### config.mk
export PLATFORM = sky130hd
export DESIGN_NAME = cdr_ctrl
export DESIGN_NICKNAME = d
export VERILOG_FILES = /design/src/hdl/cdr_pkg.sv /design/src/hdl/cdr_ctrl.sv
export SDC_FILE = /design/constraint.sdc
export NUM_CORES = 1
export LEC_CHECK = 0
export BUFFER_PORTS_ARGS = -buffer_cell sky130_fd_sc_hd__buf_2
export CORE_MARGIN = 10
export CORE_UTILIZATION = 45
export CTS_CLUSTER_SIZE = 10
export DETAILED_ROUTE_END_ITERATION = 12
export GPL_TIMING_DRIVEN = 0
export PLACE_DENSITY_LB_ADDON = 0.3
export SETUP_SLACK_MARGIN = 0.05
export SYNTH_ARGS = -nofsm -noshare
export SYNTH_HDL_FRONTEND = slang
export SYNTH_SLANG_ARGS = --single-unit
### constraint.sdc
create_clock -name clock -period 6.5 [get_ports clock]
set_input_delay 0.975 -clock clock [delete_from_list [all_inputs] [get_ports clock]]
set_output_delay 0.975 -clock clock [all_outputs]
set_load 0.005 [all_outputs]
### src/hdl/cdr_pkg.sv
// Shared constants and types of the aligned primitive pack and unpack block.
package cdr_pkg;

   // Default buffer size in bytes.
   localparam int BUF_BYTES_DEF = 1024;

   // Width of the level fields on the result channel.
   localparam int LEVEL_W = 11;

   // Operation codes on req_func.
   localparam logic [1:0] FUNC_PUT    = 2'd0;
   localparam logic [1:0] FUNC_GET    = 2'd1;
   localparam logic [1:0] FUNC_REWIND = 2'd2;

   // Status codes on rsp_status.
   localparam logic [1:0] STAT_OK       = 2'd0;
   localparam logic [1:0] STAT_NO_SPACE = 2'd1;
   localparam logic [1:0] STAT_NO_DATA  = 2'd2;

   // Register index of the byte order register (taken from paddr[2]).
   localparam logic CSR_BIG_ENDIAN = 1'b0;

   // Work handed from the pointer stage to the memory and byte lane stage.
   typedef struct packed {
      logic       wr;          // put that stores its value
      logic       rd;          // get that returns a value
      logic [2:0] offset;      // byte offset of the access inside its word
      logic [1:0] size_code;   // log2 of the access size in bytes
      logic       big_endian;  // wire byte order for this access
      logic [1:0] status;      // status of the item
   } exec_type;

endpackage

### src/hdl/cdr_ctrl.sv
// Pointer stage: alignment, space and data checks, pointer update and sequencing.
module cdr_ctrl
   import cdr_pkg::*;
#(
   parameter int BUF_BYTES = BUF_BYTES_DEF,
   localparam int PTR_W = $clog2(BUF_BYTES + 1),
   localparam int WORDS = (BUF_BYTES + 7) / 8,
   localparam int AW = (WORDS > 1) ? $clog2(WORDS) : 1
) (
   input  logic             clock,
   input  logic             reset,
   input  logic             start,
   input  logic [1:0]       func,
   input  logic [1:0]       size_code,
   input  logic [63:0]      put_value,
   input  logic             big_endian,
   output logic             busy,
   output logic             rd_en,
   output logic [AW-1:0]    rd_addr,
   output logic             wr_en,
   output logic [AW-1:0]    wr_addr,
   output exec_type         exec,
   output logic [63:0]      exec_value,
   output logic [PTR_W-1:0] write_ptr,
   output logic [PTR_W-1:0] read_ptr
);

   // One extra bit holds an aligned position or an end past the buffer.
   localparam int SW = PTR_W + 1;

   typedef enum logic [1:0] {
      S_IDLE = 2'b01,
      S_EXEC = 2'b10
   } state_type;

   state_type        state_ff, state_in;
   logic [PTR_W-1:0] wp_ff, wp_in;
   logic [PTR_W-1:0] rp_ff, rp_in;
   exec_type         exec_ff, exec_in;
   logic [AW-1:0]    addr_ff;
   logic [63:0]      value_ff;

   logic          accept;
   logic [SW-1:0] n_sum, mask, lim, wp_x, rp_x;
   logic [SW-1:0] w_al, r_al, w_end, r_end, pos;
   logic          wr_ok, get_ok;
   logic [1:0]    status;

   assign accept = start && (state_ff == S_IDLE);
   assign busy   = (state_ff == S_EXEC);

   // Aligned positions for both pointers, relative to the buffer start.
   assign n_sum = SW'(1) << size_code;
   assign mask  = n_sum - SW'(1);
   assign lim   = SW'(BUF_BYTES);
   assign wp_x  = SW'(wp_ff);
   assign rp_x  = SW'(rp_ff);
   assign w_al  = (wp_x + mask) & ~mask;
   assign r_al  = (rp_x + mask) & ~mask;
   assign w_end = w_al + n_sum;
   assign r_end = r_al + n_sum;

   // Decide the outcome of the item and the new pointers.
   always_comb begin
      wp_in  = wp_ff;
      rp_in  = rp_ff;
      status = STAT_OK;
      wr_ok  = 1'b0;
      get_ok = 1'b0;
      pos    = w_al;
      if (accept) begin
         unique case (func)
            FUNC_PUT: begin
               if (w_al > lim) begin
                  status = STAT_NO_SPACE;
               end else if (w_end > lim) begin
                  status = STAT_NO_SPACE;
                  wp_in  = PTR_W'(w_al);
               end else begin
                  wp_in = PTR_W'(w_end);
                  wr_ok = 1'b1;
               end
            end
            FUNC_GET: begin
               pos = r_al;
               if (r_al > wp_x) begin
                  status = STAT_NO_DATA;
               end else if (r_end > wp_x) begin
                  status = STAT_NO_DATA;
                  rp_in  = PTR_W'(r_al);
               end else begin
                  rp_in  = PTR_W'(r_end);
                  get_ok = 1'b1;
               end
            end
            FUNC_REWIND: begin
               wp_in = '0;
               rp_in = '0;
            end
            default: begin
            end
         endcase
      end
   end

   // An aligned access never crosses a word, so one word read covers it.
   assign rd_en   = wr_ok || get_ok;
   assign rd_addr = pos[AW+2:3];

   always_comb begin
      exec_in.wr         = wr_ok;
      exec_in.rd         = get_ok;
      exec_in.offset     = pos[2:0];
      exec_in.size_code  = size_code;
      exec_in.big_endian = big_endian;
      exec_in.status     = status;
   end

   // Every accepted item passes through the execute state while its word comes back.
   assign state_in = accept ? S_EXEC : S_IDLE;

   always_ff @(posedge clock) begin
      if (reset) begin
         state_ff <= S_IDLE;
         wp_ff    <= '0;
         rp_ff    <= '0;
      end else begin
         state_ff <= state_in;
         wp_ff    <= wp_in;
         rp_ff    <= rp_in;
      end
   end

   // Item payload held for the execute cycle.
   always_ff @(posedge clock) begin
      if (accept) begin
         exec_ff  <= exec_in;
         addr_ff  <= rd_addr;
         value_ff <= put_value;
      end
   end

   // The merged word is written back at the end of the execute cycle.
   assign wr_en      = busy && exec_ff.wr;
   assign wr_addr    = addr_ff;
   assign exec       = exec_ff;
   assign exec_value = value_ff;
   assign write_ptr  = wp_ff;
   assign read_ptr   = rp_ff;

endmodule

-- Word-level counts from Yosys, hierarchy flattened
Cells that the tools add are included.
- bits in registers: 105
- input bits: 72
- output and inout bits: 113
- logic and storage cells: 60
- $add $sub $neg: 5
- magnitude comparators: 4
- equal/unequal tests: 6
- shift-type cells: 1
- mux-type cells: 22
- bitwise gates (word level): 3
- reductions and logical operators: 8
- operator list (operator ; count):
    $mux 11 ; 4
    $pmux 11 s2 ; 2
    $add 11x12->12 ; 2
    $add 12x12->12 ; 2
    $and 12x12->12 ; 2
    $gt 12x11->1 ; 2
    $gt 12x11->1 const B ; 2
    $mux 10 ; 2
    $not 12->12 ; 1
    $shl 1x2->12 const A ; 1
    $sub 12x1->12 const B ; 1
    $mux 1 ; 10
    $mux 2 ; 3
    $reduce_and 3->1 ; 2
    $eq 2x1->1 const B ; 2
    $eq 2x2->1 const B ; 2
    $ne 2x2->1 const B ; 2
    $pmux 2 s2 ; 1
    $reduce_bool 2->1 ; 2
    $logic_and 1x1->1 ; 2
    $logic_not 2->1 ; 1
    $logic_or 1x1->1 ; 1

-- Longest topological paths before layout
- depth in word-level cells: 11
- depth in mapped cells: 26
- depth with buffers taken out: 23

-- Worst setup path before layout
No wires, ideal clock.
- path type: input to output
- start point: input port size_code[0]
- end point: output port rd_en
- arrival time: 5.903 ns
- data required time: 5.525 ns
- setup slack: -0.378 ns
- stages: 24
- path buffers: 2
- cell sequence: buf_2 > nor2_1 > inv_1 > ha_1 > nand2b_1 > clkbuf_1 > inv_1 > ha_1 > a21o_1 > a221o_1 > a211o_1 > or3_1 > nor4_1 > xor2_1 > ha_1 > nand4_1 > nor2_1 > nand2_1 > nand2_1 > o21ai_0 > and4bb_2 > nor2_1 > nor3_1 > or2_1
- longest elaborated chain between the ends: 11
- elaborated cells between the ends (all ways): 22
- classes of those cells: add/sub (5); order compare (4); shift (1); mux (8); bitwise (3); reduce/logical (1)
- RTL lines (what ; RTL line ; text):
    start, declared ; cdr_ctrl.sv:14 ; input logic [1:0] size_code,
    $shl 1x2->12 * ; cdr_ctrl.sv:53 ; assign n_sum = SW'(1) << size_code;
    $sub 12x1->12 ; cdr_ctrl.sv:54 ; assign mask = n_sum - SW'(1);
    $add 11x12->12 / $not 12->12 (equally long branches) ; cdr_ctrl.sv:59 ; assign r_al = (rp_x + mask) & ~mask;
    $and 12x12->12 ; cdr_ctrl.sv:59 ;
    $add 12x12->12 ; cdr_ctrl.sv:61 ; assign r_end = r_al + n_sum;
    $gt 12x11->1 ; cdr_ctrl.sv:88 ; end else if (r_end > wp_x) begin
    $mux 1 ; cdr_ctrl.sv:88 ;
    $mux 1 * ; cdr_ctrl.sv:86 ; if (r_al > wp_x) begin
    $mux 1 * ; cdr_ctrl.sv:72 ; unique case (func)
    $mux 1 * ; cdr_ctrl.sv:71 ; if (accept) begin
    net get_ok ; cdr_ctrl.sv:46 ; logic wr_ok, get_ok;
    $logic_or 1x1->1 * ; cdr_ctrl.sv:107 ; assign rd_en = wr_ok || get_ok;
    end, declared ; cdr_ctrl.sv:18 ; output logic rd_en,
The timed path passes the listed nets; every way through them passes the cells marked *.

-- Worst setup path in the final report
Same ends and word-level chain as after synthesis.

==> reports/results.txt <==
Hold Vio Cnt, Final -> 0
Tcrit/Tclk final -> 1.01
Total negative slack -> -56.9 ps
Worst Hold Depth -> 2
Initial DRC Count -> 361
Initial antenna violation count -> 2
Post-synthesis xor/xnor area fraction -> 0.0553
Top cells by area, synth -> edfxtp_1 39%, ha_1 9.3%, dfxtp_1 7.6%
First-pass GRT wire length -> 32.1 mm
CP Data Arrival Time -> 5580 ps
RSZ-0062 raised after global routing -> yes
Register area share after synthesis -> 0.463
Area share of the largest cell type after synthesis -> 0.386
Placer Congestion -> 0.908
Main combinational cell family by area after synthesis -> compound AO/OA/AOI/OAI gates
Post-Syn Area per Cell -> 10.7 um2
Hold Crit Class -> reg -> reg
Startpoint types -> input pin
Final setup vio count -> 1
Top-count cell post-synth -> edfxtp_1
Worst Hold Slack -> 511 ps
P_int -> 0.00137 W
PortBufs -> 182
Vert. Die Dim -> 138 um
Skew-Pair Late Insertion Delay -> 360 ps
Critical path's top delay family -> simple AND/OR/NAND/NOR gates
I/O pin count -> 185
Root Buffer -> clkbuf_16
Vias in the first global route -> 5728
Clk slew on worst S/H paths -> 70 ps
Clk_skew -> 9.89 ps
Final Slew Violations -> 0
Antenna fix cells -> 0
Sw Pwr -> 0.000555 W
Minimum clock period -> 6560 ps
Worst EP required -> 5520 ps
Synth Area in Compound Gates -> 0.169
CTS buffer count -> 9
Worst R2R Setup Slack -> 780 ps
Status -> finished with violations
Sw Share -> 0.288
Flop pwr share -> 0.414
CTS tree -> yes
Chip width -> 138 um
Syn Inst Count -> 586
Worst hold start -> read_ptr[3]
Slowest cell on the critical path -> or3_4
TritonRoute pass-1 iters -> 5
Most frequent cells after synthesis -> 81 x edfxtp_1, 48 x nand2_1, 47 x ha_1
Number of distinct library cells after synthesis -> 76
Initial core utilization -> 0.457
Worst-margin pin slew -> 1140 ps
Synth Area in Adders -> 0.101
Area leader, netlist -> edfxtp_1
Most used DFF post-synth -> edfxtp_1
Hold Path End -> read_ptr[3]
Cell Rows -> 43
Yosys warnings -> 0
Slew headroom -> 0.233
CTS H-Tree Depth -> 3
Cells on worst reg2reg path -> 34
Clock sink count -> 105
Clk pwr share -> 0.309
Worst vdd ir -> 146 uV
Max Cap Viol -> 0
Maximum fanout along the worst path -> 6
Async SR Flop Fraction -> 0
Layout cell share with drive strength beyond 1 -> 0.375
Routed WL -> 20.5 mm
Cell Area, Synth -> 6290 um2
R2r endpoint -> read_ptr[10]
Leak -> 3.70 nW
#FFs+latches synth -> 105
Total core area -> 13800 um2
Final core utilization -> 0.611
Crit Path Class -> in -> out
Post-synth EDFFs -> 81
Hpwl dp -> 15.0 mm
Number of placed instances with taps included -> 956
Final ANT Viol Nets -> 0
Final worst setup slack -> -56.9 ps
Failing checks -> setup timing
# fillers -> 1129
Clock buffer depth -> 2
Fin nets -> 950
Final Non-Filler Cells -> 1014
Crit-path max cell delay -> 360 ps
Pwr/cell area -> 229 nW/um2
Reg2reg start -> read_ptr[0]
Die area -> 19100 um2
Via count -> 5658
Fmax -> 153 MHz
Gr usage total -> 0.206
Gr ovfl total -> 0
Synth Area in Simple Gates -> 0.153
Area added between synthesis and finish -> 33.7%
Crit path capture type -> output pin
Mux share of post-synthesis cell area -> 0.0245
Post-layout power -> 0.00193 W
Buffers & Inverters on Critical Path -> 7
Routed vias/inst -> 5.58
Pin count of the biggest net entering global routing -> 49
Detailed-route wire length per cell -> 20.2 um
DRC -> 0
Gate power share -> 0.278
how the worst max path moves through the flow:
stage            startpoint      endpoint  slack, ps  cells after the start
2_1_floorplan  size_code[0]         rd_en         50                     24
3_3_place_gp   size_code[1]         rd_en      -1290                     26
3_5_place_dp   size_code[1]         rd_en      -1370                     26
4_1_cts        size_code[1]  read_ptr[10]         70                     41
5_1_grt        size_code[0]         rd_en       -300                     27
6_report       size_code[0]         rd_en        -60                     27
cell families after synthesis:
kind of cell / Yosys count
adder cells (fa/ha/maj): 50
XOR/XNOR: 38
other: 1
flip-flops: 105
AO/OA/AOI/OAI: 148
AND/OR/NAND/NOR: 182
buffers and inverters: 48
multiplexers: 14
through the flow:
stage	setup WS [ps]	area, um2
2_1_floorplan	52.5	6340
3_3_place_gp	-1290	7480
3_5_place_dp	-1370	7500
4_1_cts	65.5	8300
5_1_grt	-304	8420
6_report	-56.9	8420
worst min-delay path: cells and delay by family (launching register included):
| family | cells | cell delay [ps] |
|---|---|---|
| compound gates | 1 | 60 |
| flops | 1 | 340 |
| simple gates | 1 | 60 |
power by group through the flow:
stage,Clock (W),Combinational [W],Sequential (W)
finish,0.000594,0.000535,0.000796
global route,0.000629,0.000580,0.000801
CTS,0.000603,0.000489,0.000797
detailed placement,0,0.000405,0.000811
global placement,0,0.000394,0.000812
floorplan,0,0.000255,0.000814
cells in the final DEF, fill, tap and decap left out, drive strengths merged, types with 5 or more instances in the layout:
cell type  count
and2          13
conb           8
nor3b          8
buf          240
or3            6
a21o          16
edfxtp        81
nor4           7
a21oi         27
mux2i          6
nor3          13
mux2           8
ha            47
clkbuf        15
and3           6
or2            5
a31oi          8
a211oi         8
xnor2         23
xor2          15
nor2          30
nand3         16
dfxtp         24
inv           28
nor2b         10
o21ai         38
o21a           8
nand2         49
o211ai         6
layout make-up:
class | count | area [um2] | area share
sequential | 105 | 2910 | 0.346
clock buffer | 9 | 225 | 0.0268
multi-input combinational | 440 | 3390 | 0.403
tap | 180 | 225 | 0.0268
timing repair buffer | 228 | 1330 | 0.158
clock inverter | 7 | 101 | 0.0120
buffer | 18 | 121 | 0.0144
inverter | 27 | 108 | 0.0128
routing by layer:
layer	wire length, um	share of wire	GRT usage	vias up
li1	-	-	-	2673
met1	8230	0.40	0.241	2683
met2	10300	0.50	0.360	259
met3	1580	0.077	0.0500	41
met4	432	0.021	0.0699	2
met5	13	0.00063	0	-
sequential cells by signal, indices dropped and copies added, names as in the netlist:
register	cells
wr_addr	7
write_ptr	11
read_ptr	11
exec	10
state_ff	2
exec_value	64
timing repair:
action,4_1_cts,5_1_grt
endpoints found under the setup margin,13,2
resized for setup,44,23
setup buffers,38,8
hold buffers,0,0
pin swaps,21,17
endpoints found under the hold margin,0,0
Note: power is estimated with default switching activity, not from simulation.
